<file path="config.mk">
export PLATFORM = sky130hd
export DESIGN_NAME = latching_relay_pulse_sequencer_flat
export DESIGN_NICKNAME = d
export VERILOG_FILES = /design/src/lrps_pkg.sv /design/src/lrps_if.sv /design/src/latching_relay_pulse_sequencer.sv /design/src/lrps_step.sv /design/src/flat_wrapper.sv
export VERILOG_INCLUDE_DIRS = /design/src /design/src/src
export SDC_FILE = /design/constraint.sdc
export NUM_CORES = 1
export LEC_CHECK = 0
export ABC_CLOCK_PERIOD_IN_PS = 9900
export BUFFER_PORTS_ARGS = -buffer_cell sky130_fd_sc_hd__buf_2
export CORE_MARGIN = 2
export CORE_UTILIZATION = 55
export CTS_CLUSTER_DIAMETER = 100
export DETAILED_ROUTE_END_ITERATION = 10
export GPL_TIMING_DRIVEN = 0
export PLACE_DENSITY = 0.72
export SYNTH_ARGS = -nofsm -noshare
export SYNTH_HDL_FRONTEND = slang
export SYNTH_SLANG_ARGS = --single-unit
</file>
<file path="constraint.sdc">
create_clock -name clk -period 9.9 [get_ports clk]
set_input_delay 1.98 -clock clk [delete_from_list [all_inputs] [get_ports clk]]
set_output_delay 1.98 -clock clk [all_outputs]
set_load 0.005 [all_outputs]
</file>
<file path="src/assert_macros.svh">
// Assertion macros shared by the relay sequencer RTL.
// Each macro expects clk and arst_n to be visible at the point of use.
`ifndef ASSERT_MACROS_SVH
`define ASSERT_MACROS_SVH

// Clocked check, disabled while reset is held.
`define LRPS_ASSERT(lbl, prop, msg) \
	lbl: assert property (@(posedge clk) disable iff (!arst_n) (prop)) else $error(msg);

// Implication checked on the next clock edge.
`define LRPS_ASSERT_NEXT(lbl, ante, cons, msg) \
	lbl: assert property (@(posedge clk) disable iff (!arst_n) (ante) |=> (cons)) \
		else $error(msg);

`endif

</file>
<file path="src/lrps_pkg.sv">
// Package for the latching relay pulse sequencer: constants, types, helpers.
// No dependencies.
`timescale 1ns / 1ps

package lrps_pkg;

	localparam int CHANNELS = 4;
	localparam int LANES    = 4;
	localparam logic [LANES-1:0] LANE_MASK = LANES'((64'd1 << CHANNELS) - 64'd1);
	localparam logic [15:0] CNT_MAX = 16'hFFFF;

	localparam int CFG_IDX_W  = 3;
	localparam int CFG_DATA_W = 16;

	typedef enum logic [1:0] {
		KIND_TICK  = 2'd0,
		KIND_SET   = 2'd1,
		KIND_FORCE = 2'd2
	} kind_t;

	typedef enum logic [CFG_IDX_W-1:0] {
		REG_PULSE_TICKS      = 3'd0,
		REG_CONTROL_INTERVAL = 3'd1,
		REG_BUSY_TIMEOUT     = 3'd2,
		REG_POWER_ON_DELAY   = 3'd3,
		REG_CHANNEL_MASK     = 3'd4
	} reg_idx_t;

	typedef struct packed {
		logic [7:0]       pulse_ticks;
		logic [15:0]      control_interval;
		logic [15:0]      busy_timeout;
		logic [15:0]      power_on_delay;
		logic [LANES-1:0] channel_mask;
	} cfg_t;

	typedef struct packed {
		logic [1:0] kind;
		logic [1:0] channel;
		logic       value;
	} item_t;

	typedef struct packed {
		logic [LANES-1:0] target_bits;
		logic [LANES-1:0] present_bits;
		logic             pulsing;
		logic             pulse_finished;
		logic             active_valid;
		logic [1:0]       active_index;
		logic             active_level;
		logic [7:0]       pulse_count;
		logic [15:0]      since_control;
		logic [15:0]      busy_count;
		logic [15:0]      startup_count;
		logic             fault_flag;
	} state_t;

	typedef struct packed {
		logic [LANES-1:0] on_drive;
		logic [LANES-1:0] off_drive;
		logic [LANES-1:0] present_state;
		logic [LANES-1:0] target_state;
		logic             busy_res;
		logic             timeout_fault;
	} result_t;

	localparam cfg_t CFG_RESET = '{
		pulse_ticks:      8'd10,
		control_interval: 16'd100,
		busy_timeout:     16'd1000,
		power_on_delay:   16'd3000,
		channel_mask:     4'hF
	};

	function automatic logic [15:0] sat_inc(logic [15:0] v);
		return (v == CNT_MAX) ? v : v + 16'd1;
	endfunction

endpackage

</file>
<file path="src/lrps_if.sv">
// Valid/ready channel interfaces for the relay sequencer items and results.
// Depends on lrps_pkg for field widths.
`timescale 1ns / 1ps

interface lrps_item_if;
	logic       valid;
	logic       ready;
	logic [1:0] kind;
	logic [1:0] channel;
	logic       value;

	modport source (output valid, kind, channel, value, input ready);
	modport sink   (input valid, kind, channel, value, output ready);
endinterface

interface lrps_result_if;
	logic                      valid;
	logic                      ready;
	logic [lrps_pkg::LANES-1:0] on_drive;
	logic [lrps_pkg::LANES-1:0] off_drive;
	logic [lrps_pkg::LANES-1:0] present_state;
	logic [lrps_pkg::LANES-1:0] target_state;
	logic                      busy_res;
	logic                      timeout_fault;

	modport source (output valid, on_drive, off_drive, present_state, target_state,
		busy_res, timeout_fault, input ready);
	modport sink   (input valid, on_drive, off_drive, present_state, target_state,
		busy_res, timeout_fault, output ready);
endinterface

</file>
<file path="src/latching_relay_pulse_sequencer.sv">
// Top level of the latching relay pulse sequencer: input register, state, result register.
// Depends on lrps_pkg, lrps_if, lrps_step and assert_macros.svh.
//
//   channel   direction  payload                                        handshake
//   item_in   sink       kind, channel, value                           valid/ready
//   result    source     on/off drive, present/target state, busy, fault valid/ready
//   cfg       write      cfg_we, cfg_index, cfg_wdata                   none
//
// One item a cycle unless the result register stalls: an accepted item sits in the input
// stage, where the step logic updates the relay state and loads the result register.
// A result is valid once its item has passed the input stage and the result register.
// Reset clears the state and restores register defaults; no clearing pass.
// A stalled result register holds the input stage, and item_in.ready drops only then.
`timescale 1ns / 1ps
`include "assert_macros.svh"

module latching_relay_pulse_sequencer (
	input  logic                                clk,
	input  logic                                arst_n,
	lrps_item_if.sink                           item_in,
	lrps_result_if.source                       result,
	input  logic                                cfg_we,
	input  logic [lrps_pkg::CFG_IDX_W-1:0]      cfg_index,
	input  logic [lrps_pkg::CFG_DATA_W-1:0]     cfg_wdata
);

	lrps_pkg::cfg_t    cfg_q;
	lrps_pkg::state_t  state_q;
	lrps_pkg::state_t  state_n;
	lrps_pkg::item_t   item_s1;
	logic              valid_s1;
	lrps_pkg::result_t res_n;
	lrps_pkg::result_t res_s2;
	logic              valid_s2;
	logic              advance;

	assign advance       = valid_s1 && (!valid_s2 || result.ready);
	assign item_in.ready = !valid_s1 || advance;

	always_ff @(posedge clk or negedge arst_n) begin
		if (!arst_n) begin
			cfg_q <= lrps_pkg::CFG_RESET;
		end else if (cfg_we) begin
			unique case (cfg_index)
				lrps_pkg::REG_PULSE_TICKS:      cfg_q.pulse_ticks      <= cfg_wdata[7:0];
				lrps_pkg::REG_CONTROL_INTERVAL: cfg_q.control_interval <= cfg_wdata;
				lrps_pkg::REG_BUSY_TIMEOUT:     cfg_q.busy_timeout     <= cfg_wdata;
				lrps_pkg::REG_POWER_ON_DELAY:   cfg_q.power_on_delay   <= cfg_wdata;
				lrps_pkg::REG_CHANNEL_MASK:
					cfg_q.channel_mask <= cfg_wdata[lrps_pkg::LANES-1:0];
				default: begin
				end
			endcase
		end
	end

	always_ff @(posedge clk or negedge arst_n) begin
		if (!arst_n) begin
			valid_s1 <= 1'b0;
		end else if (item_in.ready) begin
			valid_s1 <= item_in.valid;
		end
	end

	always_ff @(posedge clk) begin
		if (item_in.valid && item_in.ready) begin
			item_s1.kind    <= item_in.kind;
			item_s1.channel <= item_in.channel;
			item_s1.value   <= item_in.value;
		end
	end

	lrps_step u_step (
		.cfg  (cfg_q),
		.st   (state_q),
		.item (item_s1),
		.st_n (state_n),
		.res  (res_n)
	);

	always_ff @(posedge clk or negedge arst_n) begin
		if (!arst_n) begin
			state_q <= '0;
		end else if (advance) begin
			state_q <= state_n;
		end
	end

	always_ff @(posedge clk or negedge arst_n) begin
		if (!arst_n) begin
			valid_s2 <= 1'b0;
		end else if (advance) begin
			valid_s2 <= 1'b1;
		end else if (result.ready) begin
			valid_s2 <= 1'b0;
		end
	end

	always_ff @(posedge clk) begin
		if (advance)
			res_s2 <= res_n;
	end

	assign result.valid         = valid_s2;
	assign result.on_drive      = res_s2.on_drive;
	assign result.off_drive     = res_s2.off_drive;
	assign result.present_state = res_s2.present_state;
	assign result.target_state  = res_s2.target_state;
	assign result.busy_res      = res_s2.busy_res;
	assign result.timeout_fault = res_s2.timeout_fault;

	`LRPS_ASSERT(a_one_coil, !valid_s2 || $onehot0({res_s2.on_drive, res_s2.off_drive}), "both coils or several channels driven")
	`LRPS_ASSERT_NEXT(a_fault_sticky, state_q.fault_flag, state_q.fault_flag, "timeout fault cleared without reset")
	`LRPS_ASSERT_NEXT(a_s1_hold, valid_s1 && !advance, valid_s1 && $stable(item_s1), "input stage lost an item while stalled")
	`LRPS_ASSERT(a_drive_valid, !state_q.pulsing || (state_q.active_valid && state_q.pulse_count != 8'd0), "pulse state inconsistent")

endmodule

</file>
<file path="src/lrps_step.sv">
// Next-state and result logic for one item of the relay sequencer.
// Depends on lrps_pkg.
`timescale 1ns / 1ps

module lrps_step (
	input  lrps_pkg::cfg_t    cfg,
	input  lrps_pkg::state_t  st,
	input  lrps_pkg::item_t   item,
	output lrps_pkg::state_t  st_n,
	output lrps_pkg::result_t res
);

	logic [lrps_pkg::LANES-1:0] use_mask;
	logic [lrps_pkg::LANES-1:0] diff;
	logic [lrps_pkg::LANES-1:0] sel_bit;
	logic [lrps_pkg::LANES-1:0] drive;
	logic                       found;
	logic                       busy;

	assign use_mask = cfg.channel_mask & lrps_pkg::LANE_MASK;

	always_comb begin
		st_n    = st;
		diff    = '0;
		sel_bit = '0;
		found   = 1'b0;
		case (item.kind) inside
			lrps_pkg::KIND_TICK: begin
				st_n.since_control = lrps_pkg::sat_inc(st.since_control);
				st_n.busy_count    = lrps_pkg::sat_inc(st.busy_count);
				st_n.startup_count = lrps_pkg::sat_inc(st.startup_count);
				if (st.pulsing) begin
					if (st.pulse_count != 8'd0)
						st_n.pulse_count = st.pulse_count - 8'd1;
					if (st_n.pulse_count == 8'd0) begin
						st_n.pulsing        = 1'b0;
						st_n.pulse_finished = 1'b1;
					end
				end
				if (st_n.startup_count >= cfg.power_on_delay) begin
					st_n.startup_count = lrps_pkg::CNT_MAX;
					diff = (st.target_bits ^ st.present_bits) & use_mask;
					if (st_n.since_control < cfg.control_interval && !st_n.pulsing
							&& diff != '0) begin
						st_n.busy_count = 16'd0;
					end else if (st_n.pulsing) begin
						if (st_n.busy_count > cfg.busy_timeout)
							st_n.fault_flag = 1'b1;
					end else begin
						st_n.busy_count = 16'd0;
						if (st_n.pulse_finished) begin
							if (st.active_valid) begin
								sel_bit = lrps_pkg::LANES'(1) << st.active_index;
								if (st.active_level)
									st_n.present_bits = st.present_bits | sel_bit;
								else
									st_n.present_bits = st.present_bits & ~sel_bit;
								st_n.present_bits = st_n.present_bits & cfg.channel_mask;
								st_n.active_valid = 1'b0;
							end
							st_n.pulse_finished = 1'b0;
						end
						diff = (st_n.target_bits ^ st_n.present_bits) & use_mask;
						for (int i = 0; i < lrps_pkg::LANES; i++) begin
							if (!found && diff[i]) begin
								found              = 1'b1;
								st_n.active_index  = 2'(i);
								st_n.active_level  = st_n.target_bits[i];
								st_n.active_valid  = 1'b1;
								st_n.pulsing       = 1'b1;
								st_n.pulse_count   = (cfg.pulse_ticks != 8'd0) ?
									cfg.pulse_ticks : 8'd1;
								st_n.since_control = 16'd0;
							end
						end
					end
				end
			end
			lrps_pkg::KIND_SET, lrps_pkg::KIND_FORCE: begin
				if (int'(item.channel) < lrps_pkg::CHANNELS) begin
					sel_bit = lrps_pkg::LANES'(1) << item.channel;
					if (item.value)
						st_n.target_bits = st.target_bits | sel_bit;
					else
						st_n.target_bits = st.target_bits & ~sel_bit;
					st_n.target_bits = st_n.target_bits & cfg.channel_mask;
					if (item.kind == lrps_pkg::KIND_FORCE) begin
						if (item.value)
							st_n.present_bits = st.present_bits & ~sel_bit;
						else
							st_n.present_bits = st.present_bits | sel_bit;
					end
				end
			end
			default: begin
			end
		endcase
	end

	always_comb begin
		drive = '0;
		if (st_n.pulsing && st_n.active_valid)
			drive = lrps_pkg::LANES'(1) << st_n.active_index;
		busy = st_n.pulsing ||
			(st_n.startup_count >= cfg.power_on_delay &&
			 st_n.since_control < cfg.control_interval &&
			 ((st_n.target_bits ^ st_n.present_bits) & use_mask) != '0);
		res.on_drive      = st_n.active_level ? drive : '0;
		res.off_drive     = st_n.active_level ? '0 : drive;
		res.present_state = st_n.present_bits;
		res.target_state  = st_n.target_bits;
		res.busy_res      = busy;
		res.timeout_fault = st_n.fault_flag;
	end

endmodule

</file>
<file path="src/flat_wrapper.sv">
// flat-port wrapper written by rule: the top's interface ports become plain ports
module latching_relay_pulse_sequencer_flat 
  (clk, arst_n, cfg_we, cfg_index, cfg_wdata, item_in_valid, item_in_kind, item_in_channel, item_in_value, item_in_ready, result_valid, result_on_drive, result_off_drive, result_present_state, result_target_state, result_busy_res, result_timeout_fault, result_ready);
  lrps_item_if item_in_i ();
  lrps_result_if result_i ();
  input  logic clk;
  input  logic arst_n;
  input  logic cfg_we;
  input  logic [lrps_pkg::CFG_IDX_W-1:0] cfg_index;
  input  logic [lrps_pkg::CFG_DATA_W-1:0] cfg_wdata;
  input wire logic [$bits(item_in_i.valid)-1:0] item_in_valid;
  input wire logic [$bits(item_in_i.kind)-1:0] item_in_kind;
  input wire logic [$bits(item_in_i.channel)-1:0] item_in_channel;
  input wire logic [$bits(item_in_i.value)-1:0] item_in_value;
  output wire logic [$bits(item_in_i.ready)-1:0] item_in_ready;
  output wire logic [$bits(result_i.valid)-1:0] result_valid;
  output wire logic [$bits(result_i.on_drive)-1:0] result_on_drive;
  output wire logic [$bits(result_i.off_drive)-1:0] result_off_drive;
  output wire logic [$bits(result_i.present_state)-1:0] result_present_state;
  output wire logic [$bits(result_i.target_state)-1:0] result_target_state;
  output wire logic [$bits(result_i.busy_res)-1:0] result_busy_res;
  output wire logic [$bits(result_i.timeout_fault)-1:0] result_timeout_fault;
  input wire logic [$bits(result_i.ready)-1:0] result_ready;
  assign item_in_i.valid = item_in_valid;
  assign item_in_i.kind = item_in_kind;
  assign item_in_i.channel = item_in_channel;
  assign item_in_i.value = item_in_value;
  assign item_in_ready = item_in_i.ready;
  assign result_valid = result_i.valid;
  assign result_on_drive = result_i.on_drive;
  assign result_off_drive = result_i.off_drive;
  assign result_present_state = result_i.present_state;
  assign result_target_state = result_i.target_state;
  assign result_busy_res = result_i.busy_res;
  assign result_timeout_fault = result_i.timeout_fault;
  assign result_i.ready = result_ready;
  latching_relay_pulse_sequencer u_core (.clk(clk), .arst_n(arst_n), .item_in(item_in_i), .result(result_i), .cfg_we(cfg_we), .cfg_index(cfg_index), .cfg_wdata(cfg_wdata));
endmodule
</file>
# [Word level (Yosys, flattened, before mapping)]
# Cells that the tools add are included.
[totals] ff_bits=156 input_bits=29 output_inout_bits=20 wordCells=166
[op_classes] addsub=4 order_cmp=5 eq_ne=9 shifts=3 n_mux=67 bitwise=16 n_reduce_logical=34
[op_table] cell="$mux W28" n=4
[op_table] cell="$mux W4" n=23
[op_table] cell="$mux W67" n=1
[op_table] cell="$mux W16" n=4
[op_table] cell="$mux W63" n=1
[op_table] cell="$mux W50" n=1
[op_table] cell="$add A16 B1 Y16 const B" n=3
[op_table] cell="$eq A16 B16 Y1 const B" n=3
[op_table] cell="$mux W8" n=5
[op_table] cell="$mux W34" n=1
[op_table] cell="$and A4 B4 Y4" n=8
[op_table] cell="$ge A16 B16 Y1" n=2
[op_table] cell="$lt A16 B16 Y1" n=2
[op_table] cell="$mux W1" n=24
[op_table] cell="$gt A16 B16 Y1" n=1
[op_table] cell="$reduce_bool A8 Y1" n=2
[op_table] cell="$or A4 B4 Y4" n=3
[op_table] cell="$reduce_and A2 Y1" n=6
[op_table] cell="$shl A1 B2 Y4 const A" n=3
[op_table] cell="$xor A4 B4 Y4" n=3
[op_table] cell="$logic_and A1 B1 Y1" n=10
[op_table] cell="$logic_not A8 Y1" n=1
[op_table] cell="$not A4 Y4" n=2
[op_table] cell="$reduce_bool A4 Y1" n=2
[op_table] cell="other kinds (13)" n=23

# [Longest topological paths before layout]
# Gate-level depths: netlist of the first run.
[depth] depth_word=54 mapped_depth=30 ltp_nobuf=28

# [Cells and area by module]
# Synthesis of the first run repeated with hierarchy kept, for this count alone.
[unflattened] hier_cells=1134 area_unflattened_um2=11198.2
[by_module_without_submodules] module="latching_relay_pulse_sequencer" instances=1 cells_each=312 area_per_inst_um2=5756.8
[by_module_without_submodules] module="lrps_step" instances=1 cells_each=822 area_per_inst_um2=5441.5

# [Worst setup path after synthesis of the first run]
# OpenSTA, ideal clock, no wires.
[synth_timing] path_kind="reg2reg" from="reg u_core.state_q[5] (netlist name)" to="reg u_core.res_s2 (netlist bit u_core.result.busy_res) (data pin)" arrival_ns=5.685 t_required_ns=9.630 path_slack_ns=3.945 stages_incl_launch_ff=31 period_less_slack_ns=5.955 cell_sequence="dfrtp_1 > clkbuf_1 > nand4_1 > or4_1 > nor3_1 > nand4_1 > clkbuf_1 > nand3_1 > xor2_1 > inv_1 > ha_1 > nor4_1 > nand2_1 > a31oi_1 > nor3_1 > nor3_1 > clkbuf_1 > nand2_1 > a21oi_1 > a21o_1 > ha_1 > nand2b_1 > a21o_1 > a21o_1 > a21o_1 > a21o_1 > a21oi_1 > o21ai_0 > nand3_1 > a31o_2 > o31ai_2"
[synth_rtl] item="from (decl)" line="latching_relay_pulse_sequencer.sv:28" source="lrps_pkg::state_t state_q;"
[synth_rtl] item="from (signal assigned)" line="latching_relay_pulse_sequencer.sv:85" source="state_q <= state_n;"
[synth_rtl] item="to (signal assigned)" line="latching_relay_pulse_sequencer.sv:101" source="res_s2 <= res_n;"
[synth_rtl] item="to (decl)" line="latching_relay_pulse_sequencer.sv:33" source="lrps_pkg::result_t res_s2;"

==> impl_results.md, run 1 <==
- Status: complete, no violations
- Crit. Startpoint: u_core.state_q[5]
- Setup_tns: 0 ns
- CTS H-tree lvls: 4
- NetSw: 1.53 mW
- CP endpoint kind: flip-flop
- Site Rows: 51
- Switch share: 44.6%
- Max Slew Vio Count: 0
- Part of the power in the clock network: 19.7%
- Gate Count Post-Synth: 1245
- Post-Syn Area: 10900 um2
- Share of layout cells above drive strength 1: 13.7%
- GRT Overall Usage: 29.1%
- Maxcap violations: 0
- Total number of vias: 9782
- Worst-Skew Late Latency: 0.44 ns
- Top FF cell, synth: dfrtp_1
- Final setup vio count: 0
- # resized after CTS: 0
- Most common cell after layout, fill and taps aside: nand2_1
- Max-slew headroom: 10.3%
- Hold bufs inserted after CTS: 0
- Final Cell Area: 12100 um2
- CP Launch Type: flip-flop
- DRT iter0 DRCs: 952
- Initial antenna violation count: 0
- DPL Wire Length: 22100 um
- Worst path slowest cell: nor3_1
- Seq/Total Area, Yosys: 37.0%
- Comb pwr share: 51.5%
- Clock sink total: 156
- Most frequent cells in the layout: nand2_1, o21ai_0, dfrtp_1
- Worst VDD drop: 0.000168 V
- Vias in the first global route: 9340
- Maximum clock rate: 126 MHz
- Die width: 145 um
- Internal: 1.90 mW
- LEAKAGE: 5.24 nW
- Max Clock Skew: 0.00960 ns
- CP Class: reg -> reg
- Power Density: 283 nW/um2
- Yosys reg bits: 156
- Final ANT Viol Nets: 0
- GP Congestion: 0.958
- Worst Tran Pin Value: 1.33 ns
- CTS buffer count: 17
- Maximum number of pins on one net before global-route repair: 83
- Avg WL per Cell: 19.0 um
- Syn Nets: 1358
- Clock buffer depth: 2
- Number of synthesized flops with an enable pin: 23
- CTS tree: yes
- Crit-path max FO: 10
- Syn-to-layout area delta: 11.0%
- Tcrit/Tclk final: 80.4%
- Distinct cells, synth: 94
- Number of setup buffers added after CTS: 0
- # diodes: 0
- Largest stage delay on the critical path: 1.08 ns
- CP most frequent cell: a21o_1
- Fin. Hold Viols: 0
- Port Buf Inserts: 48
- Worst hold path type: reg -> reg
- First-pass GRT wire length: 49200 um
- Arrival time of the worst setup path: 8.12 ns
- Initial Util: 56.1%
- Sequential share of power: 28.8%
- Syn avg cell area: 8.78 um2
- Setup repair after global routing missed its margin: false
- Ys async rst share: 85.3%
- CTS root buf: clkbuf_16
- Remaining DRCs: 0
- Die area: 21000 um2
- Final critical-path required period: 7.96 ns
- DP Area: 11500 um2
- DR pass1 iterations: 6
- Final wirelength: 30200 um
- Worst-path clk slew: 0.07 ns
- Synth warn: 0
- Overflow after GRT: 0
- I/O pin cnt: 49
- Post-layout nets: 1426
- Core area: 19500 um2
- Die span in y: 145 um
- RR Startpoint: u_core.state_q[5]
- Via density per instance: 6.15
- Worst Hold Launch: u_core.state_q[0]
- Worst EP required: 10.06 ns
[synth_stat cells, types with 6 or more instances]
cell type,number,share of area (%)
ha_1,84,9.6
xor2_1,11,0.88
nand4_1,25,1.4
nand2_1,148,5.1
nor2_1,72,2.5
nor4_1,14,0.80
a21oi_1,74,3.4
nand2b_1,18,1.0
o21a_1,10,0.69
mux2_2,29,3.0
or3_1,7,0.40
and3_1,8,0.46
o31ai_1,7,0.48
inv_1,90,3.1
dfstp_2,22,5.3
nor2b_1,18,1.0
a21o_1,14,0.96
xnor2_1,29,2.3
edfxtp_1,23,6.3
nand3_1,47,2.2
a22o_1,15,1.2
clkbuf_1,49,1.7
o21ai_1,8,0.37
o21ai_0,118,5.4
and2_1,11,0.63
mux2i_1,8,0.73
dfrtp_1,111,25
a31oi_1,22,1.3
o22ai_1,8,0.46
nor3_1,24,1.1
a22oi_1,6,0.41
[cell families after synthesis]
group                    after synthesis  share of synthesized area (%)
adder cells (fa/ha/maj)               84                           9.62
multiplexers                          39                           3.99
AND/OR/NAND/NOR                      434                           20.3
buffers and inverters                156                           5.76
XOR/XNOR                              40                           3.21
flip-flops                           156                           37.0
AO/OA/AOI/OAI                        336                           20.1
[power by group through the flow]
stage,combinational [mW],clock (mW),sequential [mW]
2_1_floorplan,1.30,0,0.955
3_3_place_gp,1.68,0,0.988
3_5_place_dp,1.73,0,0.994
4_1_cts,1.74,0.676,0.984
5_1_grt,1.97,0.702,1.01
6_report,1.77,0.675,0.989
[metrics by stage]
stage	util, %	instances	setup slack (ns)	total power, mW	hold slack, ns
floorplan	-	1245	3.94	2.26	0.443
global placement	59.1	1558	2.27	2.67	0.448
detailed placement	59.2	1559	2.08	2.72	0.456
CTS	62.3	1591	2.09	3.40	0.473
global route	62.3	1591	1.42	3.69	0.491
finish	62.3	1591	1.94	3.43	0.490
[flip-flops by register name, summed over array words and instances, names as in the netlist]
| register | count |
|---|---|
| u_core.state_q | 71 |
| u_core.cfg_q | 60 |
| u_core.item_s1 | 5 |
| u_core.result.off_drive | 4 |
| u_core.result.on_drive | 4 |
| u_core.result.present_state | 4 |
| u_core.result.target_state | 4 |
| u_core.result.busy_res | 1 |
| u_core.result.timeout_fault | 1 |
| u_core.result.valid | 1 |
| u_core.valid_s1 | 1 |
[layer usage]
layer  part of all wire [%]  track usage (%)  up-vias
met4                    2.7             9.06        0
met5                      0                0        -
li1                       -                -     4617
met3                    6.5             4.75       70
met2                     46             46.2      385
met1                     45             40.9     4710
[area by class of cell]
cell class	count	area (um2)
buffer	65	288
clock buffer	20	457
clock inverter	12	135
fill	1655	7340
inverter	91	342
multi-input combinational	933	6250
sequential	156	4050
tap	265	332
timing repair buffer	49	274
[final timing paths]
| check | end | slack, ns | cells past startpoint |
|---|---|---|---|
| min reg2reg | u_core.state_q[0] | 0.49 | 1 |
| min in group asynchronous | u_core.state_q[25] | 1.49 | 1 |
| min | u_core.state_q[0] | 0.49 | 1 |
| max reg2reg | u_core.result.busy_res | 1.94 | 30 |
| max in group asynchronous | u_core.cfg_q[53] | 7.58 | 2 |
| max | u_core.result.busy_res | 1.94 | 30 |
[worst max-delay path: cells and delay by family (launching register included)]
kind,cells,cell delay [ns]
adder cells (fa/ha/maj),2,0.44
flip-flops,1,0.33
buffers and inverters,4,1.19
XOR/XNOR,1,0.31
AND/OR/NAND/NOR,12,3.58
AO/OA/AOI/OAI,11,1.84
Note: power is estimated with default switching activity, not from simulation.
==> run 2: changes to the inputs <==
- ABC_AREA: unset -> 1
- ABC_CLOCK_PERIOD_IN_PS: 9900 -> 7600
- PLACE_DENSITY: 0.72 -> 0.73
- clock period: 9.9 -> 7.6 ns (I/O delays scaled with it)
==> run 2 against run 1 <==
  * Synthesized area fell by 6.1%
  * Combinational power increased by 28%
  * Sequential power rose by 29%
  * Register-to-register slack got worse by 1.1 ns
  * Highest routed layer unchanged
==> impl_results.md, run 2 <==
- Status: complete, no violations
- CP most frequent cell: nand2_1
- Setup_tns: 0 ns (unchanged)
- Seq/Total Area, Yosys: 39.4% (+2.4 points)
- Most frequent cells in the layout: nand2_1, inv_1, o21ai_0
- CP endpoint kind: flip-flop
- GRT Overall Usage: 26.8% (-2.2 points)
- Top-area cell type share of the netlist area: 27.1% (+1.6 points)
- I/O pin cnt: 49 (unchanged)
- Worst EP required: 7.91 ns (-2.15 ns)
- CTS root buf: clkbuf_16
- CTS tree: yes
- Clock sink total: 156 (unchanged)
- Maximum clock rate: 149 MHz (+18%)
- Max Slew Vio Count: 0 (unchanged)
- Crit-path max FO: 10 (unchanged)
- Initial Util: 56.5% (+0.40 points)
- Sequential share of power: 29.6% (+0.8 points)
- Post-synth top area cell: dfrtp_1
- Worst VDD drop: 0.000216 V (+29%)
- Syn Nets: 1449 (+6.7%)
- Top FF cell, synth: dfrtp_1
- Top cells by area, synth: dfrtp_1, nand2_1, ha_1, o21ai_0, inv_1
- Worst Tran Pin Value: 0.683 ns (-0.650 ns)
- Max Clock Skew: 0.00954 ns (-0.0000637 ns)
- NetSw: 2.00 mW (+31%)
- First-pass GRT wire length: 42400 um (-14%)
- Synth warn: 0 (unchanged)
- Max reg flops: 71 (unchanged)
- Fin. Hold Viols: 0 (unchanged)
- LEAKAGE: 5.45 nW (+4.0%)
- Final setup vio count: 0 (unchanged)
- Yosys reg bits: 156 (unchanged)
- Core area: 18100 um2 (-6.8%)
- Site Rows: 49 (-3.9%)
- Share of layout cells above drive strength 1: 10.4% (-3.3 points)
- Power Density: 382 nW/um2 (+35%)
- Overflow after GRT: 0 (unchanged)
- Initial antenna violation count: 0 (unchanged)
- Syn-to-layout area delta: 10.6%
- CP Launch Type: flip-flop
- DR pass1 iterations: 8 (+2)
- Ys async rst share: 85.3% (unchanged)
- DPL Wire Length: 20000 um (-9.7%)
- Worst setup endpoint: u_core.result.busy_res
- Worst-path clk slew: 0.06 ns (about the same)
- Arrival time of the worst setup path: 7.03 ns (-1.09 ns)
- Post-Syn Area: 10300 um2 (-6.1%)
- Port Buf Inserts: 48 (unchanged)
- DRT iter0 DRCs: 874 (-8.2%)
- Setup repair after global routing missed its margin: false
- R2R Path End: u_core.result.busy_res
- Regs by FF count: u_core.state_q: 71 flops, u_core.cfg_q: 60 flops, u_core.item_s1: 5 flops
- Number of synthesized flops with an enable pin: 23 (unchanged)
- Die area: 19800 um2 (-5.9%)
- Avg WL per Cell: 15.6 um (-18%)
- GP Congestion: 0.950 (-0.82%)
- Total number of vias: 9275 (-5.2%)
- Most common cell after layout, fill and taps aside: nand2_1
- Distinct cells, synth: 48 (-49%)
- Most flop-heavy register: u_core.state_q
- Maxcap violations: 0 (unchanged)
- CP Class: reg -> reg
- Worst hold path type: reg -> reg
- Hold bufs inserted after CTS: 0 (unchanged)
- RR Startpoint: u_core.state_q[1]
- Syn avg cell area: 7.68 um2 (-12%)
- Remaining DRCs: 0 (unchanged)
- R2R depth: 41 (+37%)
- Switch share: 46.2% (+1.6 points)
- CTS buffer count: 17 (unchanged)
- Tcrit/Tclk final: 88.4% (+8.0 points)
- Clock buffer depth: 2 (unchanged)
- Post-Place Cells: 1614 (+3.5%)
- Part of the power in the clock network: 18.0% (-1.7 points)
- Post-layout nets: 1517 (+6.4%)
- Gate Count Post-Synth: 1336 (+7.3%)
- Vias in the first global route: 8737 (-6.5%)
- Via density per instance: 5.63 (-8.4%)
- Post-Layout Cell Count: 1646 (+3.5%)
- Crit. Startpoint: u_core.state_q[1]
- Final wirelength: 25800 um (-15%)
- Comb pwr share: 52.4% (+0.9 points)
- Worst path slowest cell: dfrtp_1
- Count leader, synth: nand2_1
- Internal: 2.33 mW (+22%)
- Reg2reg setup slack: 0.88 ns (-1.06 ns)
- Die width: 141 um (-3.0%)
- Final ANT Viol Nets: 0 (unchanged)
- Maximum number of pins on one net before global-route repair: 69 (-17%)
- Die span in y: 141 um (-3.0%)
- Largest stage delay on the critical path: 0.43 ns (-0.65 ns)
- # diodes: 0 (unchanged)
- Max-slew headroom: 54.5% (+44 points)
- CTS H-tree lvls: 4 (unchanged)
- Worst-Skew Late Latency: 0.44 ns (about the same)
- Final critical-path required period: 6.72 ns (-1.24 ns)
- Post-synth top cells: nand2_1, inv_1, o21ai_0
## run 2: changes by cell type after synthesis, sizes merged, moves of 14 or more
cell,delta
o211ai,+16
xnor2,-29
a21o,-14
inv,+108
nand3,+27
o21ai,+23
mux2,-29
nor2b,-18
a22o,-15
nand2b,-18
a31oi,-16
nand2,+159
clkbuf,-19
## run 2: routing by layer
| layer | vias up | wire length, um | part of all wire [%] | global-route usage [%] |
|---|---|---|---|---|
| li1 | 4640 | - | - | - |
| met1 | 4336 | 11900 | 46 | 36.8 |
| met2 | 262 | 12000 | 47 | 44.0 |
| met3 | 37 | 1420 | 5.5 | 5.20 |
| met4 | 0 | 428 | 1.7 | 7.21 |
| met5 | - | 0 | 0 | 0 |
## run 2: per-stage QoR
step	hold WS, ns	cell area (um2)	util [%]	worst slack (ns)	total power, mW
2_1_floorplan	0.424	10300	-	2.40	2.98
3_3_place_gp	0.438	10800	59.4	0.733	3.46
3_5_place_dp	0.447	10800	59.6	0.767	3.53
4_1_cts	0.462	11300	62.5	0.705	4.32
5_1_grt	0.505	11300	62.5	0.0996	4.76
6_report	0.460	11300	62.5	0.878	4.33
## run 2: layout make-up
class / instances / area (um2)
Inverter: 202 / 761
Fill cell: 1629 / 6800
Timing Repair Buffer: 49 / 274
Buffer: 34 / 135
Sequential cell: 156 / 4050
Multi-Input combinational cell: 944 / 5320
Tap cell: 229 / 287
Clock buffer: 19 / 433
Clock inverter: 13 / 92.6
## run 2: worst min path at each step
stage	startpoint	endpoint	slack (ns)	cells past startpoint
global route	u_core.state_q[0]	u_core.state_q[0]	0.50	2
CTS	u_core.state_q[0]	u_core.state_q[0]	0.46	2
finish	u_core.state_q[0]	u_core.state_q[0]	0.46	2
detailed placement	u_core.state_q[0]	u_core.state_q[0]	0.45	2
floorplan	u_core.state_q[0]	u_core.state_q[0]	0.42	2
global placement	u_core.state_q[0]	u_core.state_q[0]	0.44	2
## run 2: logic make-up after synthesis
logic type / Yosys count / share of synthesized area (%)
xor+xnor: 24 / 2.05
buf+inv: 236 / 8.72
flops: 156 / 39.4
compound gates: 298 / 16.4
mux: 1 / 0.110
fa+ha+maj: 84 / 10.2
simple gates: 537 / 23.1
## run 2: repair_timing
item | 4_1_cts | 5_1_grt
gates resized for setup | 0 | 1
setup buffers | 0 | 0
endpoints found under the hold margin | 0 | 0
setup endpoints to repair | 0 | 1
## run 2: power groups by stage
stage	Sequential, mW	Clock [mW]	Combinational [mW]
after floorplan	1.25	0	1.73
final	1.28	0.779	2.27
after global placement	1.29	0	2.17
after detailed placement	1.29	0	2.24
after global routing	1.31	0.823	2.62
after CTS	1.28	0.784	2.25
## run 2: worst max-delay path, delay by kind of cell (launching register included)
kind,cells,cell delay [ns]
adders and majority gates,3,0.75
DFF,1,0.43
AOI/OAI and AO/OA,12,1.85
buffers and inverters,6,1.02
and+or+nand+nor,20,2.55
